### src/rtl/pwl_lvl_pkg.sv
`timescale 1ns / 1ps
package pwl_lvl_pkg;

  localparam int MAX_POINTS_DEF = 16;

  localparam int CUR_W   = 19;
  localparam int FRAC_W  = 17;
  localparam int PIDX_W  = 4;
  localparam int LEVEL_W = 21;
  localparam int CFG_W   = 18;
  localparam int CFG_IDX_W = 3;

  localparam int DY_W   = FRAC_W + 1;
  localparam int DXC_W  = CUR_W + 1;
  localparam int NUM_W  = DY_W + DXC_W;
  localparam int DVD_W  = NUM_W + 1;
  localparam int F_W    = DVD_W + 2;
  localparam int RD_W   = CFG_W + 1;
  localparam int MPLR_W = RD_W;
  localparam int ACC_W  = 64;
  localparam int BASE_W = 46;
  localparam int LVL_W  = 52;
  localparam int CNT_W  = 6;

  localparam int LEVEL_LIMIT = 1000000;

  localparam logic [CFG_IDX_W-1:0] CFG_POINT_COUNT = 3'd0;
  localparam logic [CFG_IDX_W-1:0] CFG_RANGE_MIN   = 3'd1;
  localparam logic [CFG_IDX_W-1:0] CFG_RANGE_MAX   = 3'd2;
  localparam logic [CFG_IDX_W-1:0] CFG_GAIN        = 3'd3;
  localparam logic [CFG_IDX_W-1:0] CFG_OFFSET      = 3'd4;

  typedef struct packed {
    logic [0:0]         opcode;
    logic [PIDX_W-1:0]  point_index;
    logic [CUR_W-1:0]   point_current;
    logic [FRAC_W-1:0]  point_fraction;
    logic [CUR_W-1:0]   sample_current;
    logic [0:0]         sample_valid;
  } in_item_t;

  typedef struct packed {
    logic signed [LEVEL_W-1:0] level_mm;
    logic [0:0]                result_ok;
    logic [0:0]                level_saturated;
  } out_item_t;

  typedef struct packed {
    logic [4:0]         point_count;
    logic signed [17:0] range_min_mm;
    logic signed [17:0] range_max_mm;
    logic [15:0]        gain_q12;
    logic signed [16:0] offset_mm;
  } cfg_t;

  localparam cfg_t CFG_RESET = '{
    point_count:  5'd2,
    range_min_mm: 18'sd0,
    range_max_mm: 18'sd10000,
    gain_q12:     16'd4096,
    offset_mm:    17'sd0
  };

  typedef enum logic [1:0] {
    OP_WRITE,
    OP_CONV,
    OP_HOLD
  } op_kind_t;

  typedef struct packed {
    op_kind_t           kind;
    logic [PIDX_W-1:0]  idx;
    logic [CUR_W-1:0]   cur;
    logic [FRAC_W-1:0]  frac;
  } op_t;

  typedef struct packed {
    logic [CUR_W-1:0]  x;
    logic [FRAC_W-1:0] y;
  } entry_t;

  localparam int ENTRY_W = CUR_W + FRAC_W;

  typedef enum logic [3:0] {
    ST_IDLE,
    ST_RD0,
    ST_SRCH,
    ST_PREP,
    ST_NORM,
    ST_DIV,
    ST_FRAC,
    ST_MSET1,
    ST_MUL1,
    ST_BASE,
    ST_MSET2,
    ST_MUL2,
    ST_LVL,
    ST_CLIP
  } back_state_t;

  function automatic entry_t rst_entry(input logic is_zero, input logic is_one);
    entry_t e;
    e = '0;
    if (is_zero) begin
      e.x = CUR_W'(40000);
      e.y = '0;
    end else if (is_one) begin
      e.x = CUR_W'(200000);
      e.y = FRAC_W'(65536);
    end
    return e;
  endfunction

endpackage

### src/rtl/pwl_lvl_queue.sv
`timescale 1ns / 1ps
module pwl_lvl_queue (
  input  logic              clk,
  input  logic              rst_n,
  input  logic              push,
  input  pwl_lvl_pkg::op_t  push_op,
  output logic              full,
  output logic              valid,
  output pwl_lvl_pkg::op_t  head,
  input  logic              pop
);
  import pwl_lvl_pkg::*;

  op_t        slot_r [2];
  logic       wp_r, wp_nxt, rp_r, rp_nxt;
  logic [1:0] cnt_r, cnt_nxt;

  assign full  = (cnt_r == 2'd2);
  assign valid = (cnt_r != 2'd0);
  assign head  = slot_r[rp_r];

  always_comb begin
    wp_nxt  = push ? ~wp_r : wp_r;
    rp_nxt  = pop ? ~rp_r : rp_r;
    cnt_nxt = cnt_r + {1'b0, push} - {1'b0, pop};
  end

  always_ff @(posedge clk) begin
    if (!rst_n) begin
      wp_r  <= 1'b0;
      rp_r  <= 1'b0;
      cnt_r <= 2'd0;
    end else begin
      wp_r  <= wp_nxt;
      rp_r  <= rp_nxt;
      cnt_r <= cnt_nxt;
    end
    if (push) begin
      slot_r[wp_r] <= push_op;
    end
  end
endmodule

### config.mk
export PLATFORM = sky130hd
export DESIGN_NAME = pwl_lvl_queue
export DESIGN_NICKNAME = d
export VERILOG_FILES = /design/src/rtl/pwl_lvl_pkg.sv /design/src/rtl/pwl_lvl_queue.sv
export SDC_FILE = /design/constraint.sdc
export NUM_CORES = 1
export LEC_CHECK = 0
export BUFFER_PORTS_ARGS = -buffer_cell sky130_fd_sc_hd__buf_2
export CAP_MARGIN = 30
export CORE_ASPECT_RATIO = 1.2
export CORE_MARGIN = 4
export CORE_UTILIZATION = 23
export DETAILED_ROUTE_END_ITERATION = 8
export PLACE_DENSITY_LB_ADDON = 0.08
export SLEW_MARGIN = 0
export SYNTH_ARGS = -nofsm -noshare
export SYNTH_HDL_FRONTEND = slang
export SYNTH_SLANG_ARGS = --single-unit
### constraint.sdc
create_clock -name clk -period 7.63 [get_ports clk]
set_input_delay 1.1445 -clock clk [delete_from_list [all_inputs] [get_ports clk]]
set_output_delay 1.1445 -clock clk [all_outputs]
set_load 0.01 [all_outputs]
==> flow_summary.ini <==
[cts]
post_cts_buffers = 0
ctsRootBufferMaster = clkbuf_16
h-tree-depth = 3
clock_path_buffers = 2
clk-insertion-delay-late_ns = 0.33
cts_resized = 0
cts-buffers-inserted = 9
cts_sinks = 89
cts_tree = built
cts-hold-fix-buffers = 0
clkTransAtPathRegs_ns = 0.06

[worst_hold_path]
hold_depth = 2
hp-class = register to register

[sta]
fin_crit_ns = 2.99
fin_crit_sh_pct = 39.2
rsz0062_at_grt = false
clock.fmax_ghz = 0.335
worst_clock_skew_ns = 0.00593
tns_ns = 0
setup_ws_ns = 4.64
max_slew_margin_pct = 45.7
tightestPinTransition_ns = 0.815
hold_viol_final = 0
maxSlewViolCount = 0
finalSetupViolations = 0

[pwr]
power_density_mw_per_mm2 = 251
p_seq_share_pct = 52.4
p_clk_share_pct = 35.2
p_int_uw = 852
ir_drop_mv = 0.0787
p_comb_share_pct = 12.5
p_leak_nw = 1.69
swShare_pct = 22.0
p_sw_uw = 240
finalPower_mw = 1.09

[drt]
viasPerCell = 3.64
drc = 0
wire_per_inst_um = 14.6
via_count = 1647
drtPass1Iterations = 4
wirelength_um = 6630
drtAntennaViolNets = 0
first_iter_violations = 38

[floorplanning]
rows = 48
dieArea_mm2 = 0.0171
initial_core_util_pct = 23.7
die_x_um = 120
core_mm2 = 0.0146
die_h_um = 142
pin_count = 90

[critical_path]
endpoint = head[0]
cp-end-kind = output pin
crit_type = register to output pin
start_kind = register
r2r_slack_ns = 5.95
reg2reg_depth = 2
cp_data_required_time_ns = 6.49
r2r-start = wp_r
critical_path.max_fanout = 42
arrival_ns = 1.84
rr_endpoint = slot_r[0][21]

[global_route]
grt_pass1_wl_um = 9910
grt_remaining_overflow = 0
grt_max_degree = 43
antenna_found_initial = 0
grt_pass1_vias = 1772
grtUsageTotal_pct = 7.87

[cells_and_area]
final-seq-area_mm2 = 0.00262
n_antenna_cell = 0
multi_input_area_um2 = 752
area_delta_synth_final_pct = 25.6
fill_cells = 1459
drive_above_1_share_pct = 58.9
final_nets = 298

[synth]
yosys.area_share.simple_pct = 1.63
synth-xor-area-share_pct = 0.903
syn_area_per_cell_um2 = 22.8
ys_types = 14
synth_seq_area_share_pct = 75.7
synthAdderAreaFrac_pct = 0.722
ys_seq_elements = 89
ys_warn_count = 0
synth_compound_area_share_pct = 0.217
synth_top_family_by_area = multiplexers
netlist_area_mm2 = 0.00346
synth_mux_area_share_pct = 18.0
syn_nets = 200
syn_inst = 152

[run_status]
status = complete, no violations

[place]
port_buffers = 89
place_hpwl_um = 4380
place.gp.congestion = 0.603
pre_cts_ws_ns = 4.89

[job]
cap_violations = 0
==> critical path, stage by stage (launching register included) <==
cell and delay, ns:
dfxtp_2 0.31, buf_4 0.64, mux2_2 0.41, buf_2 0.14
==> power groups by stage <==
stage | sequential (mW) | combinational, mW | clock, mW
after global routing | 0.574 | 0.149 | 0.416
after detailed placement | 0.583 | 0.141 | 0
after global placement | 0.583 | 0.142 | 0
final | 0.572 | 0.136 | 0.384
after floorplan | 0.581 | 0.0952 | 0
after CTS | 0.572 | 0.142 | 0.397
==> stage by stage <==
step                      cell area [um2]  util, %  hold WS, ns  cells
after floorplan                      3460        -        0.555    152
after global placement               4100     28.1        0.567    439
after detailed placement             4100     28.1        0.572    439
after CTS                            4350     29.8        0.577    453
after global routing                 4350     29.8        0.586    453
final                                4350     29.8        0.571    453
==> routing by layer <==
layer	up-vias	GRT usage (%)	part of all wire, %
met5	-	0	0
met3	10	2.31	6.0
met2	50	12.8	48
li1	783	-	-
met4	0	5.25	2.6
met1	804	9.01	43
==> cell usage in the layout (no fill, tap or decap), drive strengths merged <==
| master | n |
|---|---|
| xor2 | 1 |
| clkinv | 2 |
| mux2 | 42 |
| ha | 2 |
| o21a | 1 |
| xnor3 | 1 |
| clkbuf | 10 |
| edfxtp | 84 |
| buf | 92 |
| dfxtp | 5 |
| nor2b | 4 |
| and2 | 4 |
| clkinvlp | 2 |
| inv | 2 |
| or2 | 1 |
==> cell usage after synthesis <==
cell type / n / area [um2]
dfxtp_1: 5 / 100
xor2_1: 1 / 8.76
edfxtp_1: 84 / 2520
or2_2: 1 / 6.26
buf_12: 4 / 80.1
and2_1: 4 / 25.0
inv_1: 2 / 7.51
mux2_2: 2 / 22.5
ha_1: 2 / 25.0
nor2b_1: 4 / 25.0
o21a_1: 1 / 7.51
buf_6: 1 / 11.3
xnor3_1: 1 / 22.5
mux2_4: 40 / 601
==> registers in the layout, indices dropped and copies added (netlist names), named ones only <==
signal / count
rp_r: 1
cnt_r: 2
slot_r: 84
wp_r: 1
==> worst min-delay path by stage <==
stage	from	to	slack [ns]
6_report	rp_r	register	0.57
3_5_place_dp	rp_r	rp_r	0.57
2_1_floorplan	rp_r	register	0.55
5_1_grt	rp_r	register	0.59
4_1_cts	rp_r	register	0.58
3_3_place_gp	rp_r	register	0.57
==> layout make-up <==
type	instances	share of cell area, %
flip-flops and latches	89	60.3
repair buffers	92	10.8
well taps	200	5.75
clock inverters	4	0.517
multi-input cells	56	17.3
clock buffers	10	5.26
inverters	2	0.172
==> kinds of logic (layout without fill, tap and decap cells) <==
family                     after synthesis  count (layout)
buffers and inverters                    7             108
and+or+nand+nor                          9               9
adders and majority gates                2               2
AOI/OAI and AO/OA                        1               1
DFF                                     89              89
xor gates and xnor gates                 2               2
muxes                                   42              42
Power figures use the tool's default switching activity.
